[src/hdl/wwdq_pkg.sv]
// Shared types and constants for the weighted-width decode queue.
// Used by wwdq_seq and weighted_width_decode_queue; no dependencies.
package wwdq_pkg;

  localparam int QUEUE_DEPTH = 32;
  localparam int MAX_WIDTH   = 8;
  localparam int ID_BITS     = 16;

  localparam int WEIGHT_W = 4;
  localparam int DW_W     = 4;
  localparam int LIMIT_W  = 6;
  localparam int CFG_W    = 6;
  localparam int PTR_W    = $clog2(QUEUE_DEPTH);
  localparam int OCC_W    = $clog2(QUEUE_DEPTH + 1);
  localparam int CNT_W    = $clog2(MAX_WIDTH + 1);
  localparam int IDX_W    = (MAX_WIDTH > 1) ? $clog2(MAX_WIDTH) : 1;
  localparam int ENTRY_W  = ID_BITS + WEIGHT_W;
  localparam int BLK_W    = 32;

  // Input item kinds
  localparam logic KIND_PUSH = 1'b0;
  localparam logic KIND_TICK = 1'b1;

  // Configuration register indexes
  localparam logic CFG_DECODE_WIDTH = 1'b0;
  localparam logic CFG_QUEUE_LIMIT  = 1'b1;

  typedef struct packed {
    logic [DW_W-1:0]    decode_width;
    logic [LIMIT_W-1:0] queue_limit;
  } cfg_t;

  typedef struct packed {
    logic [WEIGHT_W-1:0] weight;
    logic [ID_BITS-1:0]  id;
  } entry_t;

  function automatic logic [PTR_W-1:0] next_ptr(input logic [PTR_W-1:0] p);
    logic [PTR_W-1:0] r;
    if (p == PTR_W'(QUEUE_DEPTH - 1)) r = '0;
    else                              r = p + PTR_W'(1);
    return r;
  endfunction

endpackage

[src/hdl/wwdq_ram.sv]
// Generic single-write, single-read synchronous RAM with registered read.
// No dependencies.
module wwdq_ram #(
  parameter int WIDTH = 8,
  parameter int DEPTH = 32
) (
  input  logic                     clk,
  input  logic                     we,
  input  logic [$clog2(DEPTH)-1:0] waddr,
  input  logic [WIDTH-1:0]         wdata,
  input  logic                     re,
  input  logic [$clog2(DEPTH)-1:0] raddr,
  output logic [WIDTH-1:0]         rdata
);

  logic [WIDTH-1:0] mem [DEPTH];

  always_ff @(posedge clk) begin
    if (we) begin
      mem[waddr] <= wdata;
    end
    if (re) begin
      rdata <= mem[raddr];
    end
  end

endmodule

[src/hdl/wwdq_seq.sv]
// Queue sequencer: pointers, occupancy, counters, per-tick decode loop over
// the entry RAM and result emission. Depends on wwdq_pkg.
module wwdq_seq (
  input  logic                                 clk,
  input  logic                                 rst_n,
  input  logic                                 start,
  input  logic                                 kind,
  input  logic [wwdq_pkg::ID_BITS-1:0]         inst_id,
  input  logic [wwdq_pkg::WEIGHT_W-1:0]        inst_weight,
  input  logic                                 stall_in,
  input  wwdq_pkg::cfg_t                       cfg,
  output logic                                 busy,
  output logic                                 ram_we,
  output logic [wwdq_pkg::PTR_W-1:0]           ram_waddr,
  output wwdq_pkg::entry_t                     ram_wdata,
  output logic                                 ram_re,
  output logic [wwdq_pkg::PTR_W-1:0]           ram_raddr,
  input  wwdq_pkg::entry_t                     ram_rdata,
  output logic                                 out_strobe,
  output logic                                 out_has_inst,
  output logic [wwdq_pkg::ID_BITS-1:0]         out_decoded_id,
  output logic                                 out_last,
  output logic                                 out_stall_out,
  output logic [wwdq_pkg::BLK_W-1:0]           out_blocked_total,
  output logic                                 out_overflow
);

  typedef enum logic [1:0] {
    ST_IDLE,
    ST_EVAL,
    ST_EMIT
  } state_t;

  state_t                           state_r, state_nxt;
  logic [wwdq_pkg::PTR_W-1:0]       head_r, head_nxt;
  logic [wwdq_pkg::PTR_W-1:0]       tail_r, tail_nxt;
  logic [wwdq_pkg::OCC_W-1:0]       occ_r, occ_nxt;
  logic [wwdq_pkg::BLK_W-1:0]       blk_r, blk_nxt;
  logic                             ovf_r, ovf_nxt;
  logic [wwdq_pkg::DW_W-1:0]        used_r, used_nxt;
  logic [wwdq_pkg::CNT_W-1:0]       n_r, n_nxt;
  logic [wwdq_pkg::CNT_W-1:0]       emit_cnt_r, emit_cnt_nxt;

  logic                             strobe_r, strobe_nxt;
  logic                             has_r, has_nxt;
  logic [wwdq_pkg::ID_BITS-1:0]     id_r, id_nxt;
  logic                             last_r, last_nxt;
  logic                             stall_r, stall_nxt;
  logic [wwdq_pkg::BLK_W-1:0]       blk_out_r, blk_out_nxt;
  logic                             ovf_out_r, ovf_out_nxt;

  logic [wwdq_pkg::ID_BITS-1:0]     buf_r [wwdq_pkg::MAX_WIDTH];
  logic                             buf_we;

  logic [wwdq_pkg::DW_W:0]          sum;
  logic [wwdq_pkg::OCC_W-1:0]       occ_dec;
  logic [wwdq_pkg::CNT_W-1:0]       n_inc;
  logic                             emit_last;

  assign sum       = {1'b0, used_r} + {1'b0, ram_rdata.weight};
  assign occ_dec   = occ_r - wwdq_pkg::OCC_W'(1);
  assign n_inc     = n_r + wwdq_pkg::CNT_W'(1);
  assign emit_last = (n_r == '0) || (emit_cnt_r + wwdq_pkg::CNT_W'(1) == n_r);

  assign ram_waddr = tail_r;
  assign ram_wdata = '{weight: inst_weight, id: inst_id};
  assign ram_raddr = head_nxt;
  assign busy      = (state_r != ST_IDLE);

  always_comb begin
    state_nxt    = state_r;
    head_nxt     = head_r;
    tail_nxt     = tail_r;
    occ_nxt      = occ_r;
    blk_nxt      = blk_r;
    ovf_nxt      = ovf_r;
    used_nxt     = used_r;
    n_nxt        = n_r;
    emit_cnt_nxt = emit_cnt_r;
    strobe_nxt   = 1'b0;
    has_nxt      = has_r;
    id_nxt       = id_r;
    last_nxt     = last_r;
    stall_nxt    = stall_r;
    blk_out_nxt  = blk_out_r;
    ovf_out_nxt  = ovf_out_r;
    ram_we       = 1'b0;
    ram_re       = 1'b0;
    buf_we       = 1'b0;

    unique case (state_r)
      ST_IDLE: begin
        if (start) begin
          if (kind == wwdq_pkg::KIND_PUSH) begin
            if (occ_r == wwdq_pkg::OCC_W'(wwdq_pkg::QUEUE_DEPTH)) begin
              ovf_nxt = 1'b1;
            end else begin
              ram_we   = 1'b1;
              tail_nxt = wwdq_pkg::next_ptr(tail_r);
              occ_nxt  = occ_r + wwdq_pkg::OCC_W'(1);
            end
          end else begin
            used_nxt     = '0;
            n_nxt        = '0;
            emit_cnt_nxt = '0;
            if (stall_in) begin
              if (blk_r != '1) blk_nxt = blk_r + wwdq_pkg::BLK_W'(1);
              state_nxt = ST_EMIT;
            end else if (cfg.decode_width == '0 || occ_r == '0) begin
              state_nxt = ST_EMIT;
            end else begin
              // fetch head entry
              ram_re    = 1'b1;
              state_nxt = ST_EVAL;
            end
          end
        end
      end

      ST_EVAL: begin
        if (sum > {1'b0, cfg.decode_width}) begin
          state_nxt = ST_EMIT;
        end else begin
          buf_we   = 1'b1;
          head_nxt = wwdq_pkg::next_ptr(head_r);
          occ_nxt  = occ_dec;
          used_nxt = sum[wwdq_pkg::DW_W-1:0];
          n_nxt    = n_inc;
          // keep going: fetch the next head in the same cycle
          if (sum < {1'b0, cfg.decode_width} && occ_dec != '0 &&
              n_inc < wwdq_pkg::CNT_W'(wwdq_pkg::MAX_WIDTH)) begin
            ram_re = 1'b1;
          end else begin
            state_nxt = ST_EMIT;
          end
        end
      end

      ST_EMIT: begin
        strobe_nxt  = 1'b1;
        has_nxt     = (n_r != '0);
        id_nxt      = (n_r != '0) ? buf_r[emit_cnt_r[wwdq_pkg::IDX_W-1:0]] : '0;
        last_nxt    = emit_last;
        stall_nxt   = ({1'b0, occ_r} >= {1'b0, cfg.queue_limit});
        blk_out_nxt = blk_r;
        ovf_out_nxt = ovf_r;
        if (emit_last) begin
          state_nxt = ST_IDLE;
        end else begin
          emit_cnt_nxt = emit_cnt_r + wwdq_pkg::CNT_W'(1);
        end
      end

      default: begin
        state_nxt = ST_IDLE;
      end
    endcase
  end

  always_ff @(posedge clk) begin
    if (!rst_n) begin
      state_r    <= ST_IDLE;
      head_r     <= '0;
      tail_r     <= '0;
      occ_r      <= '0;
      blk_r      <= '0;
      ovf_r      <= 1'b0;
      used_r     <= '0;
      n_r        <= '0;
      emit_cnt_r <= '0;
      strobe_r   <= 1'b0;
    end else begin
      state_r    <= state_nxt;
      head_r     <= head_nxt;
      tail_r     <= tail_nxt;
      occ_r      <= occ_nxt;
      blk_r      <= blk_nxt;
      ovf_r      <= ovf_nxt;
      used_r     <= used_nxt;
      n_r        <= n_nxt;
      emit_cnt_r <= emit_cnt_nxt;
      strobe_r   <= strobe_nxt;
    end
    has_r     <= has_nxt;
    id_r      <= id_nxt;
    last_r    <= last_nxt;
    stall_r   <= stall_nxt;
    blk_out_r <= blk_out_nxt;
    ovf_out_r <= ovf_out_nxt;
  end

  // Decoded identifiers of the current tick
  always_ff @(posedge clk) begin
    if (buf_we) begin
      buf_r[n_r[wwdq_pkg::IDX_W-1:0]] <= ram_rdata.id;
    end
  end

  assign out_strobe        = strobe_r;
  assign out_has_inst      = has_r;
  assign out_decoded_id    = id_r;
  assign out_last          = last_r;
  assign out_stall_out     = stall_r;
  assign out_blocked_total = blk_out_r;
  assign out_overflow      = ovf_out_r;

  a_occ_bound: assert property (@(posedge clk) disable iff (!rst_n)
    occ_r <= wwdq_pkg::OCC_W'(wwdq_pkg::QUEUE_DEPTH))
    else $error("occupancy above queue depth");

  a_tick_no_grow: assert property (@(posedge clk) disable iff (!rst_n)
    (state_r != ST_IDLE) |=> (occ_r <= $past(occ_r)))
    else $error("occupancy grew during a tick");

  a_empty_is_last: assert property (@(posedge clk) disable iff (!rst_n)
    (strobe_r && !has_r) |-> (last_r && id_r == '0))
    else $error("empty result not marked last");

  a_blk_monotonic: assert property (@(posedge clk) disable iff (!rst_n)
    1'b1 |=> (blk_r >= $past(blk_r)))
    else $error("blocked counter went backward");

  a_no_push_while_busy: assert property (@(posedge clk) disable iff (!rst_n)
    busy |-> !ram_we)
    else $error("RAM write during tick processing");

endmodule

[src/hdl/weighted_width_decode_queue.sv]
// Top level of the weighted-width decode queue: configuration registers,
// entry RAM (wwdq_ram) and sequencer (wwdq_seq). Depends on wwdq_pkg.
//
//   channel   handshake           payload
//   in_       start / busy        in_kind, in_inst_id, in_inst_weight, in_stall_in
//   out_      out_strobe          out_has_inst .. out_overflow
//   cfg_      cfg_we              cfg_index, cfg_wdata
//
// A push is taken while busy stays low. A tick starts from ST_IDLE, then
// decodes entries in turn in ST_EVAL (one read of the entry RAM each),
// takes one more ST_EVAL step when the loop stops on a head that does not fit, then
// emits its results in turn in ST_EMIT (at least one); busy is high from the cycle after start
// until the last result is being driven. Reset is synchronous and leaves the
// queue empty. Results cannot be stalled.
module weighted_width_decode_queue (
  input  logic                               clk,
  input  logic                               rst_n,
  input  logic                               start,
  output logic                               busy,
  input  logic                               in_kind,
  input  logic [wwdq_pkg::ID_BITS-1:0]       in_inst_id,
  input  logic [wwdq_pkg::WEIGHT_W-1:0]      in_inst_weight,
  input  logic                               in_stall_in,
  output logic                               out_strobe,
  output logic                               out_has_inst,
  output logic [wwdq_pkg::ID_BITS-1:0]       out_decoded_id,
  output logic                               out_last,
  output logic                               out_stall_out,
  output logic [wwdq_pkg::BLK_W-1:0]         out_blocked_total,
  output logic                               out_overflow,
  input  logic                               cfg_we,
  input  logic                               cfg_index,
  input  logic [wwdq_pkg::CFG_W-1:0]         cfg_wdata
);

  wwdq_pkg::cfg_t              cfg_r;
  logic                        ram_we;
  logic [wwdq_pkg::PTR_W-1:0]  ram_waddr;
  wwdq_pkg::entry_t            ram_wdata;
  logic                        ram_re;
  logic [wwdq_pkg::PTR_W-1:0]  ram_raddr;
  wwdq_pkg::entry_t            ram_rdata;
  logic [wwdq_pkg::ENTRY_W-1:0] ram_rdata_raw;

  always_ff @(posedge clk) begin
    if (!rst_n) begin
      cfg_r.decode_width <= wwdq_pkg::DW_W'(4);
      cfg_r.queue_limit  <= wwdq_pkg::LIMIT_W'(16);
    end else if (cfg_we) begin
      unique case (cfg_index)
        wwdq_pkg::CFG_DECODE_WIDTH: cfg_r.decode_width <= cfg_wdata[wwdq_pkg::DW_W-1:0];
        wwdq_pkg::CFG_QUEUE_LIMIT:  cfg_r.queue_limit  <= cfg_wdata[wwdq_pkg::LIMIT_W-1:0];
        default: ;
      endcase
    end
  end

  wwdq_ram #(
    .WIDTH (wwdq_pkg::ENTRY_W),
    .DEPTH (wwdq_pkg::QUEUE_DEPTH)
  ) u_ram (
    .clk   (clk),
    .we    (ram_we),
    .waddr (ram_waddr),
    .wdata (ram_wdata),
    .re    (ram_re),
    .raddr (ram_raddr),
    .rdata (ram_rdata_raw)
  );

  assign ram_rdata = wwdq_pkg::entry_t'(ram_rdata_raw);

  wwdq_seq u_seq (
    .clk               (clk),
    .rst_n             (rst_n),
    .start             (start),
    .kind              (in_kind),
    .inst_id           (in_inst_id),
    .inst_weight       (in_inst_weight),
    .stall_in          (in_stall_in),
    .cfg               (cfg_r),
    .busy              (busy),
    .ram_we            (ram_we),
    .ram_waddr         (ram_waddr),
    .ram_wdata         (ram_wdata),
    .ram_re            (ram_re),
    .ram_raddr         (ram_raddr),
    .ram_rdata         (ram_rdata),
    .out_strobe        (out_strobe),
    .out_has_inst      (out_has_inst),
    .out_decoded_id    (out_decoded_id),
    .out_last          (out_last),
    .out_stall_out     (out_stall_out),
    .out_blocked_total (out_blocked_total),
    .out_overflow      (out_overflow)
  );

endmodule

[config.mk]
export PLATFORM = sky130hd
export DESIGN_NAME = weighted_width_decode_queue
export DESIGN_NICKNAME = d
export VERILOG_FILES = /design/src/hdl/wwdq_pkg.sv /design/src/hdl/wwdq_ram.sv /design/src/hdl/wwdq_seq.sv /design/src/hdl/weighted_width_decode_queue.sv
export SDC_FILE = /design/constraint.sdc
export NUM_CORES = 1
export LEC_CHECK = 0
export BUFFER_PORTS_ARGS = -buffer_cell sky130_fd_sc_hd__buf_2
export CAP_MARGIN = 20
export CORE_MARGIN = 5
export CORE_UTILIZATION = 67
export DETAILED_ROUTE_END_ITERATION = 10
export GPL_TIMING_DRIVEN = 0
export PLACE_DENSITY = 0.95
export RECOVER_POWER = 100
export REMOVE_ABC_BUFFERS = 1
export SLEW_MARGIN = 20
export SYNTH_ARGS = -nofsm -noshare
export SYNTH_HDL_FRONTEND = slang
export SYNTH_SLANG_ARGS = --single-unit
[constraint.sdc]
create_clock -name clk -period 9.3 [get_ports clk]
set_clock_uncertainty 0.2 [all_clocks]
set_input_delay 0.93 -clock clk [delete_from_list [all_inputs] [get_ports clk]]
set_output_delay 0.93 -clock clk [all_outputs]
set_load 0.01 [all_outputs]
After elaboration in Yosys (flattened, before gate mapping)
Memories as Yosys holds them, arrays and structs flattened. A register that Yosys moved wholly into a read port is not among the register bits. Index checks and enable logic that the tools add are counted.

$add $sub $neg: 8. Bitwise operators: 3. Equality and inequality tests: 15. Mux-type cells: 43. Magnitude comparators: 4. Reduce and logical (&&, ||, !) cells: 23.

Operators by type and width (count): 32-bit by 1-bit adder with 32-bit output (second input constant) (1); 32-bit != test (second input constant) (1); 6-bit 2-to-1 mux (4); 4-bit one-hot mux with 2 select lines (3); 4-bit 2-to-1 mux (5); 5-bit 2-to-1 mux (4); 4-bit AND reduction (5); 1-bit 2-to-1 mux (17); 2-bit 2-to-1 mux (7); 2-bit != test (second input constant) (6); 6-bit one-hot mux with 2 select lines (1); 5-bit by 1-bit adder with 5-bit output (second input constant) (2); 5-bit equality test (second input constant) (2); 5-bit AND reduction (2); 4-bit by 1-bit adder with 4-bit output (second input constant) (2); 4-bit zero test (2); 6-bit by 1-bit adder with 6-bit output (second input constant) (1); 6-bit equality test (second input constant) (1); 6-bit >= comparator (1); 6-bit zero test (1); 2-bit one-hot mux with 3 select lines (1); 2-bit nonzero test (3); 6-bit nonzero test (1); 6-bit by 1-bit subtractor with 6-bit output (second input constant) (1); 17 further kinds (22).

Output and inout bits: 54. Flip-flop bits (word level): 110. Bits in writable memories: 768. Memories: 2. Word-level logic and storage cells: 115.

Memory list: u_ram.mem (depth 32, width 20, rd ports 1, clocked after memory_dff 1, write ports 1, line wwdq_ram.sv:16) `logic [WIDTH-1:0] mem [DEPTH];`; u_seq.buf_r (depth 8, width 16, rd ports 1, clocked after memory_dff 1, write ports 1, line wwdq_seq.sv:52) `logic [wwdq_pkg::ID_BITS-1:0] buf_r [wwdq_pkg::MAX_WIDTH];`.

Depth between registers and ports, before layout
Gate-level depths: netlist (run 1).

Word-level depth: 7. Mapped depth: 16. Depth with buffers taken out: 13.

By module
From an unflattened synthesis (run 1), not the netlist that was laid out.

Cells, all modules: 2176. Area, all modules: 36403.7 sq um.

By module, submodules not included: wwdq_ram (instances 1, cells each 1414, area each 25753.4 sq um); wwdq_seq (instances 1, cells each 721, area each 10262.3 sq um); weighted_width_decode_queue (instances 1, cells each 41, area each 387.9 sq um).

Least setup slack after synthesis (run 1)
No wires, ideal clock.

Path kind: reg2reg. From: register u_ram.rdata[17], read port of u_ram.mem. To: memory u_seq.buf_r[0][0] (netlist bit) (enable). Data arrival time: 3.788 ns. Setup slack: 4.882 ns. Cell stages (with the launch flop): 11. Buffers on the path: 1. Required time: 8.670 ns. Cells stage by stage: edfxtp_1 -> ha_1 -> a21o_1 -> a21oi_1 -> xnor2_1 -> ha_1 -> a21oi_1 -> a31oi_1 -> or2_1 -> buf_2 -> nor4_1.

Word-level cells in the longest chain between the ends: 6.

RTL lines: start, declared (line wwdq_ram.sv:13) `output logic [WIDTH-1:0] rdata`; 4-bit by 4-bit adder with 5-bit output (line wwdq_seq.sv:60) `assign sum = {1'b0, used_r} + {1'b0, ram_rdata.weight};`; 5-bit by 4-bit greater-than comparator with 1-bit output (line wwdq_seq.sv:121) `if (sum > {1'b0, cfg.decode_width}) begin`; 1-bit 2-to-1 mux (line wwdq_seq.sv:121); 1-bit 2-to-1 mux (line wwdq_seq.sv:91) `unique case (state_r)`; 1-bit 2-to-1 mux (line wwdq_seq.sv:194) `if (buf_we) begin`; 1-bit 2-to-1 mux (implied by the code) (line wwdq_seq.sv:195) `buf_r[n_r[wwdq_pkg::IDX_W-1:0]] <= ram_rdata.id;`; end, declared (line wwdq_seq.sv:52).

Every way passes these cells.

Final worst setup path (run 1)
From: register u_ram.rdata[17], read port of u_ram.mem. To: register u_ram.rdata[18], read port of u_ram.mem, data pin.

Word-level cells in the longest chain between the ends: 7. Elaborated cells on any way between the ends: 10.

RTL lines: 4-bit by 4-bit adder with 5-bit output (*) (line wwdq_seq.sv:60); 5-bit by 4-bit < comparator with 1-bit output (line wwdq_seq.sv:130) `if (sum < {1'b0, cfg.decode_width} && occ_dec != '0 &&`; 1-bit logical AND (2 in a row) (line wwdq_seq.sv:130); 1-bit 2-to-1 mux (line wwdq_seq.sv:130); 1-bit 2-to-1 mux (line wwdq_seq.sv:121); 1-bit one-hot mux with 2 select lines (line wwdq_seq.sv:91).

Mark *: on every way between the ends. The rest lies on a longest branch, timed or not. A chain may end at the register's enable or synchronous reset.

==> results of run 1 <==
path summary, 6_finish.rpt:
kind | slack (ns) | startpoint | to
worst max-delay path | 1.81 | u_ram.rdata[17] | u_ram.rdata[18]
worst max register to register | 1.81 | u_ram.rdata[17] | u_ram.rdata[18]
worst min register to register | 0.27 | u_seq.blk_r[5] | u_seq.out_blocked_total[5]
worst min-delay path | 0.27 | u_seq.blk_r[5] | u_seq.out_blocked_total[5]
cell usage in the layout (no fill, tap or decap), drive strengths merged, types with 40 or more instances in the layout:
cell type | Yosys | layout
clkbuf | 59 | 203
a22oi | 80 | 80
nor2 | 115 | 115
edfxtp | 840 | 840
a21oi | 271 | 271
dfxtp | 74 | 74
nand2 | 297 | 297
mux2i | 99 | 99
o22ai | 40 | 40
a22o | 120 | 120
state kept, by name, summed over array words and instances (netlist names), 2 cells and up:
register,flops
u_seq.out_decoded_id,16
u_seq.state_r,2
u_seq.buf_r,128
u_seq.n_r,4
cfg_r,10
u_seq.out_blocked_total,32
u_seq.used_r,4
u_seq.emit_cnt_r,4
u_seq.ram_waddr,5
u_ram.mem,640
u_seq.occ_r,6
u_ram.rdata,20
u_seq.blk_r,32
u_seq.head_r,5
logic make-up (layout without fill, tap and decap cells):
family | Yosys count | in the layout | synth area share [%]
buf+inv | 172 | 311 | 2.42
fa+ha+maj | 30 | 30 | 1.06
xor+xnor | 44 | 44 | 1.06
compound gates | 543 | 543 | 9.66
flops | 914 | 914 | 73.7
other cells | 0 | 2 | 0
mux | 131 | 131 | 4.72
simple gates | 571 | 571 | 7.37
layer usage:
metal / vias up / GRT usage, % / routed length, um
met1: 11100 / 37.3 / 30100
met5: - / 0 / 27
met3: 415 / 6.67 / 10700
li1: 9365 / - / -
met4: 4 / 13.6 / 4690
met2: 2007 / 52.2 / 46100
metrics by stage:
step	setup TNS, ns	instances	util [%]	worst slack (ns)
after floorplan	0	2256	-	0.827
after global placement	-66.50	3038	68.4	-3.38
after detailed placement	0	3085	70.5	3.63
after CTS	0	3240	75.8	3.47
after global routing	0	3240	74.3	1.61
final	0	3242	74.3	1.81
layout make-up:
| class | count | area [um^2] |
|---|---|---|
| sequential | 914 | 26700 |
| fill | 2762 | 13800 |
| multi-input combinational | 1319 | 8630 |
| clock buffer | 101 | 2270 |
| tap | 696 | 871 |
| timing repair buffer | 133 | 813 |
| clock inverter | 54 | 539 |
| inverter | 23 | 86.3 |
| antenna | 2 | 5.00 |
critical path: stages, from the launching register on:
cell and delay (ns):
sky130_fd_sc_hd__edfxtp_1 0.44, sky130_fd_sc_hd__ha_1 0.33, sky130_fd_sc_hd__a21o_1 0.16, sky130_fd_sc_hd__a21oi_1 0.17, sky130_fd_sc_hd__xnor2_1 0.20, sky130_fd_sc_hd__ha_1 0.34, sky130_fd_sc_hd__a21oi_1 0.27, sky130_fd_sc_hd__a31oi_1 0.31
sky130_fd_sc_hd__o21ai_0 0.63, sky130_fd_sc_hd__and2_0 2.17, sky130_fd_sc_hd__buf_16 0.30, sky130_fd_sc_hd__buf_16 0.29, sky130_fd_sc_hd__a21oi_1 0.13, sky130_fd_sc_hd__a22o_1 0.25, sky130_fd_sc_hd__a22o_1 0.31, sky130_fd_sc_hd__nor4_1 0.65
power by group through the flow:
stage	clock network, mW	registers, mW	logic [mW]
global placement	0	4.61	0.192
CTS	3.54	4.52	0.217
finish	3.54	4.53	0.210
floorplan	0	4.61	0.0982
detailed placement	0	4.61	0.209
global route	3.73	4.53	0.223
==> flow_summary.html, run 1 <==
<table>
<tr><th>Metric</th><th>Value</th></tr>
<tr><th colspan="2">STA</th></tr>
<tr><td># setup viols final</td><td>0</td></tr>
<tr><td>Actual transition at the worst max-transition pin</td><td>2.86 ns</td></tr>
<tr><td>Hold Fails Final Rpt</td><td>0</td></tr>
<tr><td>Max-Slew Margin vs Limit</td><td>-91.1%</td></tr>
<tr><td>Unrepaired setup endpoints after global routing</td><td>no</td></tr>
<tr><td>Hold Worst Slack</td><td>0.266 ns</td></tr>
<tr><td>Max Freq</td><td>134 MHz</td></tr>
<tr><td>Period minus WS final</td><td>7.49 ns</td></tr>
<tr><td>Crit share post-route</td><td>80.5%</td></tr>
<tr><td>Final count of pins violating max slew</td><td>706</td></tr>
<tr><th colspan="2">Floorplan</th></tr>
<tr><td>Floorplan core area</td><td>53700 um^2</td></tr>
<tr><td>Starting utilization of the core area</td><td>67.5%</td></tr>
<tr><td>Chip Width</td><td>243 um</td></tr>
<tr><td>Area of the die</td><td>58800 um^2</td></tr>
<tr><td>Number of placed I/O pins</td><td>87</td></tr>
<tr><td>Number of placement rows</td><td>85</td></tr>
<tr><td>Chip height</td><td>243 um</td></tr>
<tr><th colspan="2">Clocking</th></tr>
<tr><td>Clock edge transition at the registers on the reported setup and hold paths</td><td>0.06 ns</td></tr>
<tr><td># hold bufs at CTS</td><td>0</td></tr>
<tr><td>Clock latency on the worst-skew pair</td><td>0.66 ns</td></tr>
<tr><td>Clock sink count</td><td>914</td></tr>
<tr><td>Cts bufs inserted</td><td>86</td></tr>
<tr><td>Number of buffers added for setup after CTS</td><td>0</td></tr>
<tr><td>CTS tree</td><td>built</td></tr>
<tr><td>Quantity of gates resized following cts</td><td>0</td></tr>
<tr><td>Root Driver</td><td>sky130_fd_sc_hd__clkbuf_16</td></tr>
<tr><td>H-tree depth</td><td>3</td></tr>
<tr><td>Maximum number of buffers from clock root to sink</td><td>3</td></tr>
<tr><th colspan="2">Synth</th></tr>
<tr><td>Cell with the most instances after synthesis</td><td>sky130_fd_sc_hd__edfxtp_1</td></tr>
<tr><td>Yosys warning count</td><td>0</td></tr>
<tr><td>Number of cells produced by synthesis</td><td>2405</td></tr>
<tr><td>Syn_area_per_cell</td><td>15.1 um^2</td></tr>
<tr><td>Post-synthesis cell type with the largest combined area</td><td>sky130_fd_sc_hd__edfxtp_1</td></tr>
<tr><td>Number of enable-type register cells in the synthesized netlist</td><td>840</td></tr>
<tr><td>Sequential cell area fraction in the yosys report</td><td>73.7%</td></tr>
<tr><td>Synth unique cells</td><td>55</td></tr>
<tr><td>Number of synthesized register bits</td><td>914</td></tr>
<tr><td>Post-synthesis cell area</td><td>36200 um^2</td></tr>
<tr><td>Async S/R FF share, synth</td><td>0%</td></tr>
<tr><td>Cell types occupying the most area after synthesis</td><td>sky130_fd_sc_hd__edfxtp_1, sky130_fd_sc_hd__dfxtp_1, sky130_fd_sc_hd__a21oi_1, sky130_fd_sc_hd__nand2_1, sky130_fd_sc_hd__a22o_1</td></tr>
<tr><td>Most frequent cells after synthesis</td><td>sky130_fd_sc_hd__edfxtp_1, sky130_fd_sc_hd__nand2_1, sky130_fd_sc_hd__a21oi_1, sky130_fd_sc_hd__a22o_1, sky130_fd_sc_hd__nor2_1</td></tr>
<tr><td>Proportion of netlist area held by the largest area contributor</td><td>69.6%</td></tr>
<tr><td>Top_reg_cell synth</td><td>sky130_fd_sc_hd__edfxtp_1</td></tr>
<tr><th colspan="2">Critical path</th></tr>
<tr><td>Path type of the worst setup path</td><td>flip-flop to flip-flop</td></tr>
<tr><td>Endpoint type of the worst setup path</td><td>flip-flop</td></tr>
<tr><td>Nature of the critical path startpoint</td><td>flip-flop</td></tr>
<tr><td>Data arrival time of the critical path</td><td>7.63 ns</td></tr>
<tr><td>Length in cells of the worst reg-to-reg path</td><td>15</td></tr>
<tr><td>Biggest fanout along the worst timing path</td><td>63</td></tr>
<tr><td>Endpoint required time on the critical path</td><td>9.44 ns</td></tr>
<tr><th colspan="2">Finish</th></tr>
<tr><td>Fraction of layout cells with a size suffix above 1</td><td>8.41%</td></tr>
<tr><td>Final std cell area, no fill</td><td>39900 um^2</td></tr>
<tr><td>Layout net count</td><td>2540</td></tr>
<tr><td>Area delta synth-&gt;final</td><td>10.2%</td></tr>
<tr><th colspan="2">Place</th></tr>
<tr><td>Placed standard-cell area</td><td>37900 um^2</td></tr>
<tr><td>Placer's final routability congestion estimate</td><td>0.844</td></tr>
<tr><td>Half-perimeter wire length after detailed placement</td><td>49.7 mm</td></tr>
<tr><td>Port Buffer Count</td><td>86</td></tr>
<tr><th colspan="2">Pwr</th></tr>
<tr><td>Fraction of power consumed by sequential logic</td><td>54.7%</td></tr>
<tr><td>Sw power</td><td>1.68 mW</td></tr>
<tr><td>Clock network fraction of design power</td><td>42.8%</td></tr>
<tr><td>Cell area power density</td><td>207 nW/um^2</td></tr>
<tr><td>Leak</td><td>13.2 nW</td></tr>
<tr><td>Sw Ratio</td><td>20.3%</td></tr>
<tr><td>Total power</td><td>8.28 mW</td></tr>
<tr><td>Internal cell power</td><td>6.59 mW</td></tr>
<tr><td>Maximum vdd drop</td><td>0.191 mV</td></tr>
<tr><td>Combinational group share of total power</td><td>2.5%</td></tr>
<tr><th colspan="2">Global routing</th></tr>
<tr><td>Wire length of the first global-routing pass</td><td>136 mm</td></tr>
<tr><td>GRT Resource Usage Total</td><td>30.3%</td></tr>
<tr><td>Maximum number of pins on one net before global-route repair</td><td>122</td></tr>
<tr><td>Vias in the first global route</td><td>22900</td></tr>
<tr><td>Total congestion overflow</td><td>0</td></tr>
<tr><td>Number of antenna violations at the first check in global routing</td><td>3</td></tr>
<tr><th colspan="2">Job</th></tr>
<tr><td>Max Cap Viol</td><td>32</td></tr>
<tr><th colspan="2">Outcome</th></tr>
<tr><td>Violations in the final reports</td><td>max-capacitance violations, max-slew violations</td></tr>
<tr><td>Run status</td><td>finished with violations</td></tr>
<tr><th colspan="2">Routing</th></tr>
<tr><td>Routed length per instance</td><td>28.2 um</td></tr>
<tr><td>Number of vias after detailed routing</td><td>22900</td></tr>
<tr><td>Final Routed Wirelength</td><td>91.6 mm</td></tr>
<tr><td>Remaining DRCs</td><td>0</td></tr>
<tr><td>Per-cell via count in the routed design</td><td>7.07</td></tr>
<tr><td>Antenna Nets Post-Route</td><td>0</td></tr>
<tr><td>TritonRoute pass-1 iters</td><td>6</td></tr>
<tr><td>Starting DRC count in detailed routing</td><td>3703</td></tr>
<tr><th colspan="2">Hold path</th></tr>
<tr><td>Worst hold path depth</td><td>0</td></tr>
<tr><td>Classification of the worst-slack hold path</td><td>flip-flop to flip-flop</td></tr>
</table>
(Power assumes the default switching activity.)
==> inputs of run 2 (changes only) <==
--- a/config.mk
+++ b/config.mk
@@ -8,10 +8,10 @@
 export BUFFER_PORTS_ARGS = -buffer_cell sky130_fd_sc_hd__buf_2
 export CAP_MARGIN = 20
 export CORE_MARGIN = 5
-export CORE_UTILIZATION = 67
+export CORE_UTILIZATION = 56
 export DETAILED_ROUTE_END_ITERATION = 10
 export GPL_TIMING_DRIVEN = 0
-export PLACE_DENSITY = 0.95
+export PLACE_DENSITY = 0.87
 export RECOVER_POWER = 100
 export REMOVE_ABC_BUFFERS = 1
 export SLEW_MARGIN = 20
==> constraint.sdc (replaced) <==
create_clock -name clk -period 6.3 [get_ports clk]
set_clock_uncertainty 0.2 [all_clocks]
set_input_delay 0.63 -clock clk [delete_from_list [all_inputs] [get_ports clk]]
set_output_delay 0.63 -clock clk [all_outputs]
set_load 0.01 [all_outputs]
==> run 2 against run 1 <==
The run still ends with max-capacitance violations, max-slew violations left. Final cell count increased by 5.0%. Power up 44%. Clock power up 39%. Setup slack worse by 1.4 ns. Wire length down 8.4%. Global-route usage down 7.3 points. Register-to-register slack lost 1.4 ns. Largest power group unchanged.
==> flow_summary.html, run 2 (synthesized netlist as in run 1, its figures left out) <==
<table>
<tr><th>Metric</th><th>Value</th></tr>
<tr><th colspan="2">Hold path</th></tr>
<tr><td>Startpoint of the tightest hold check path</td><td>cfg_wdata[5] (was u_seq.blk_r[5])</td></tr>
<tr><td>End point of the worst hold path</td><td>cfg_r[5] (was u_seq.out_blocked_total[5])</td></tr>
<tr><td>Classification of the worst-slack hold path</td><td>input port to flip-flop (was flip-flop to flip-flop)</td></tr>
<tr><td>Worst hold path depth</td><td>3 (was 0)</td></tr>
<tr><th colspan="2">Global routing</th></tr>
<tr><td>Number of antenna violations at the first check in global routing</td><td>1 (was 3)</td></tr>
<tr><td>Maximum number of pins on one net before global-route repair</td><td>133 (was 122)</td></tr>
<tr><td>GRT Resource Usage Total</td><td>23.1% (was 30.3%)</td></tr>
<tr><td>Total congestion overflow</td><td>0 (unchanged)</td></tr>
<tr><td>Wire length of the first global-routing pass</td><td>127 mm (was 136 mm)</td></tr>
<tr><td>Vias in the first global route</td><td>21700 (was 22900)</td></tr>
<tr><th colspan="2">Finish</th></tr>
<tr><td>Fraction of layout cells with a size suffix above 1</td><td>8.20% (was 8.41%)</td></tr>
<tr><td>Highest-count cells in the layout ignoring fill and taps</td><td>sky130_fd_sc_hd__edfxtp_1, sky130_fd_sc_hd__nand2_1, sky130_fd_sc_hd__a21oi_1 (unchanged)</td></tr>
<tr><td>Fill cells</td><td>4308 (was 2762)</td></tr>
<tr><td>Layout net count</td><td>2543 (was 2540)</td></tr>
<tr><td>Area occupied by multi-input gates</td><td>8600 um^2 (was 8630 um^2)</td></tr>
<tr><td>Largest register by flop count</td><td>u_ram.mem (unchanged)</td></tr>
<tr><td>Area of all sequential standard cells</td><td>26700 um^2 (unchanged)</td></tr>
<tr><td>Antenna diodes</td><td>0 (was 2)</td></tr>
<tr><td>Largest register FFs</td><td>640 (unchanged)</td></tr>
<tr><td>Area delta synth-&gt;final</td><td>10.4% (was 10.2%)</td></tr>
<tr><td>Finished Core Util</td><td>62.3% (was 74.3%)</td></tr>
<tr><td>Most common library cell in the layout ignoring fill and taps</td><td>sky130_fd_sc_hd__edfxtp_1 (unchanged)</td></tr>
<tr><td>Post-Layout Cell Count</td><td>3404 (was 3242)</td></tr>
<tr><th colspan="2">Clocking</th></tr>
<tr><td>Cts bufs inserted</td><td>85 (was 86)</td></tr>
<tr><td># hold bufs at CTS</td><td>0 (unchanged)</td></tr>
<tr><td>CTS tree</td><td>built (unchanged)</td></tr>
<tr><td>Quantity of gates resized following cts</td><td>0 (unchanged)</td></tr>
<tr><td>H-tree depth</td><td>3 (unchanged)</td></tr>
<tr><td>Root Driver</td><td>sky130_fd_sc_hd__clkbuf_16 (unchanged)</td></tr>
<tr><td>Maximum number of buffers from clock root to sink</td><td>3 (unchanged)</td></tr>
<tr><td>Clock sink count</td><td>914 (unchanged)</td></tr>
<tr><td>Clock edge transition at the registers on the reported setup and hold paths</td><td>0.06 ns (about the same)</td></tr>
<tr><td>Clock latency on the worst-skew pair</td><td>0.65 ns (was 0.66 ns)</td></tr>
<tr><td>Number of buffers added for setup after CTS</td><td>0 (unchanged)</td></tr>
<tr><th colspan="2">Critical path</th></tr>
<tr><td>Slowest library cell on the worst path</td><td>sky130_fd_sc_hd__nand3_1 (was sky130_fd_sc_hd__and2_0)</td></tr>
<tr><td>Dominant cell type by count on the critical path</td><td>sky130_fd_sc_hd__ha_1 (was sky130_fd_sc_hd__a21oi_1)</td></tr>
<tr><td>Data arrival time of the critical path</td><td>6.04 ns (was 7.63 ns)</td></tr>
<tr><td>Worst setup path start</td><td>u_ram.rdata[16] (was u_ram.rdata[17])</td></tr>
<tr><td>Endpoint of the worst-slack reg-to-reg timing path</td><td>u_ram.rdata[4] (was u_ram.rdata[18])</td></tr>
<tr><td>Length in cells of the worst reg-to-reg path</td><td>12 (was 15)</td></tr>
<tr><td>Count of buffering cells on the critical path with inverters included</td><td>0 (was 2)</td></tr>
<tr><td>Path type of the worst setup path</td><td>flip-flop to flip-flop (unchanged)</td></tr>
<tr><td>Top cell family by delay on the critical path</td><td>simple AND/OR/NAND/NOR gates (unchanged)</td></tr>
<tr><td>Delay contributed by the slowest stage of the critical path</td><td>0.81 ns (was 2.17 ns)</td></tr>
<tr><td>Biggest fanout along the worst timing path</td><td>20 (was 63)</td></tr>
<tr><td>Startpoint of the lowest-slack register-to-register path</td><td>u_ram.rdata[16] (was u_ram.rdata[17])</td></tr>
<tr><td>Reg2reg setup slack</td><td>0.41 ns (was 1.81 ns)</td></tr>
<tr><td>Nature of the critical path startpoint</td><td>flip-flop (unchanged)</td></tr>
<tr><td>Endpoint type of the worst setup path</td><td>flip-flop (unchanged)</td></tr>
<tr><td>Cells along the critical path</td><td>ha_1 &gt; fa_1 &gt; xor2_1 &gt; ha_1 &gt; and4_1 &gt; a31oi_1 &gt; or2_0 &gt; o21ai_2 &gt; o41a_1 &gt; nand3_1 &gt; o22ai_1 &gt; nor4_1 (was ha_1 &gt; a21o_1 &gt; a21oi_1 &gt; xnor2_1 &gt; ha_1 &gt; a21oi_1 &gt; a31oi_1 &gt; o21ai_0 &gt; and2_0 &gt; buf_16 &gt; buf_16 &gt; a21oi_1 &gt; a22o_1 &gt; a22o_1 &gt; nor4_1)</td></tr>
<tr><td>Endpoint required time on the critical path</td><td>6.44 ns (was 9.44 ns)</td></tr>
<tr><th colspan="2">STA</th></tr>
<tr><td>Hold Fails Final Rpt</td><td>0 (unchanged)</td></tr>
<tr><td>Final count of pins violating max slew</td><td>510 (was 706)</td></tr>
<tr><td>Period minus WS final</td><td>5.89 ns (was 7.49 ns)</td></tr>
<tr><td>Crit share post-route</td><td>93.5% (was 80.5%)</td></tr>
<tr><td>Sum Neg Setup Slack</td><td>0 ns (unchanged)</td></tr>
<tr><td>Max-Slew Margin vs Limit</td><td>-63.8% (was -91.1%)</td></tr>
<tr><td># setup viols final</td><td>0 (unchanged)</td></tr>
<tr><td>Max Freq</td><td>170 MHz (was 134 MHz)</td></tr>
<tr><td>Actual transition at the worst max-transition pin</td><td>2.45 ns (was 2.86 ns)</td></tr>
<tr><td>Unrepaired setup endpoints after global routing</td><td>no (unchanged)</td></tr>
<tr><th colspan="2">Job</th></tr>
<tr><td>Max Cap Viol</td><td>22 (was 32)</td></tr>
<tr><th colspan="2">Place</th></tr>
<tr><td>Placer's final routability congestion estimate</td><td>0.837 (was 0.844)</td></tr>
<tr><td>Half-perimeter wire length after detailed placement</td><td>49.3 mm (was 49.7 mm)</td></tr>
<tr><td># placed instances</td><td>3247 (was 3085)</td></tr>
<tr><td>Port Buffer Count</td><td>86 (unchanged)</td></tr>
<tr><th colspan="2">Pwr</th></tr>
<tr><td>Clock network fraction of design power</td><td>41.4% (was 42.8%)</td></tr>
<tr><td>Sw power</td><td>2.44 mW (was 1.68 mW)</td></tr>
<tr><td>Combinational group share of total power</td><td>2.5% (about the same)</td></tr>
<tr><td>Cell area power density</td><td>298 nW/um^2 (was 207 nW/um^2)</td></tr>
<tr><td>Leak</td><td>13.2 nW (about the same)</td></tr>
<tr><td>Maximum vdd drop</td><td>0.310 mV (was 0.191 mV)</td></tr>
<tr><td>Internal cell power</td><td>9.47 mW (was 6.59 mW)</td></tr>
<tr><td>Fraction of power consumed by sequential logic</td><td>56.1% (was 54.7%)</td></tr>
<tr><td>Sw Ratio</td><td>20.5% (was 20.3%)</td></tr>
<tr><th colspan="2">Routing</th></tr>
<tr><td>Starting DRC count in detailed routing</td><td>3241 (was 3703)</td></tr>
<tr><td>TritonRoute pass-1 iters</td><td>8 (was 6)</td></tr>
<tr><td>Per-cell via count in the routed design</td><td>6.45 (was 7.07)</td></tr>
<tr><td>Remaining DRCs</td><td>0 (unchanged)</td></tr>
<tr><td>Final Routed Wirelength</td><td>83.9 mm (was 91.6 mm)</td></tr>
<tr><td>Antenna Nets Post-Route</td><td>0 (unchanged)</td></tr>
<tr><td>Routed length per instance</td><td>24.6 um (was 28.2 um)</td></tr>
<tr><td>Number of vias after detailed routing</td><td>22000 (was 22900)</td></tr>
<tr><th colspan="2">Outcome</th></tr>
<tr><td>Violations in the final reports</td><td>max-capacitance violations, max-slew violations (unchanged)</td></tr>
<tr><td>Run status</td><td>finished with violations (unchanged)</td></tr>
<tr><th colspan="2">Floorplan</th></tr>
<tr><td>Floorplan core area</td><td>64200 um^2 (was 53700 um^2)</td></tr>
<tr><td>Starting utilization of the core area</td><td>56.4% (was 67.5%)</td></tr>
<tr><td>Chip Width</td><td>264 um (was 243 um)</td></tr>
<tr><td>Area of the die</td><td>69900 um^2 (was 58800 um^2)</td></tr>
<tr><td>Chip height</td><td>264 um (was 243 um)</td></tr>
<tr><td>Number of placement rows</td><td>93 (was 85)</td></tr>
<tr><td>Number of placed I/O pins</td><td>87 (unchanged)</td></tr>
</table>
[run 2: cell count changes in the layout (fill, tap and decap cells not counted), moves of 5 or more]
| cell | change |
|---|---|
| sky130_fd_sc_hd__bufinv_16 | -6 |
| sky130_fd_sc_hd__buf_6 | +5 |
| sky130_fd_sc_hd__clkinv_2 | +8 |
| sky130_fd_sc_hd__clkbuf_1 | +11 |
| sky130_fd_sc_hd__buf_4 | -6 |
| sky130_fd_sc_hd__clkinvlp_4 | -5 |
[run 2: worst min-delay path, cell delays in order]
cell,delay (ns)
sky130_fd_sc_hd__buf_2,0.11
sky130_fd_sc_hd__nand3_1,0.06
sky130_fd_sc_hd__a21oi_1,0.05
[run 2: worst max path at each step]
stage | end | slack, ns | depth (start not counted)
6_report | u_ram.rdata[4] | 0.41 | 12
2_1_floorplan | u_ram.rdata[0] | -2.17 | 12
3_5_place_dp | u_ram.rdata[9] | 0.69 | 12
4_1_cts | u_ram.rdata[8] | 0.60 | 12
3_3_place_gp | u_ram.rdata[8] | -6.60 | 12
5_1_grt | u_ram.rdata[5] | 0.29 | 12
[run 2: power groups by stage]
stage / Combinational, mW / Sequential [mW] / Clock [mW]
final: 0.301 / 6.68 / 4.92
after global routing: 0.323 / 6.68 / 5.22
after CTS: 0.315 / 6.68 / 4.94
after detailed placement: 0.311 / 6.81 / 0
after global placement: 0.287 / 6.80 / 0
after floorplan: 0.145 / 6.81 / 0
[run 2: layout make-up]
cell class | count | share of cell area, %
clock buffer | 108 | 5.66
clock inverter | 48 | 0.985
sequential | 914 | 66.8
timing repair buffer | 137 | 2.19
inverter | 23 | 0.216
multi-input combinational | 1319 | 21.5
tap | 855 | 2.67
[run 2: routing by layer]
metal | GRT usage, % | wire length (um)
met1 | 30.4 | 30800
met2 | 39.3 | 42000
met3 | 4.74 | 8470
met4 | 6.85 | 2530
met5 | 0 | 20
[run 2: through the flow]
step	hold slack [ns]	area, um^2	power [mW]	setup WS [ns]
floorplan	0.209	35400	6.96	-2.17
global route	0.0655	40000	12.2	0.289
global placement	0.228	36900	7.09	-6.60
detailed placement	0.237	38100	7.12	0.689
CTS	0.0454	40700	11.9	0.601
finish	0.0686	40000	11.9	0.408
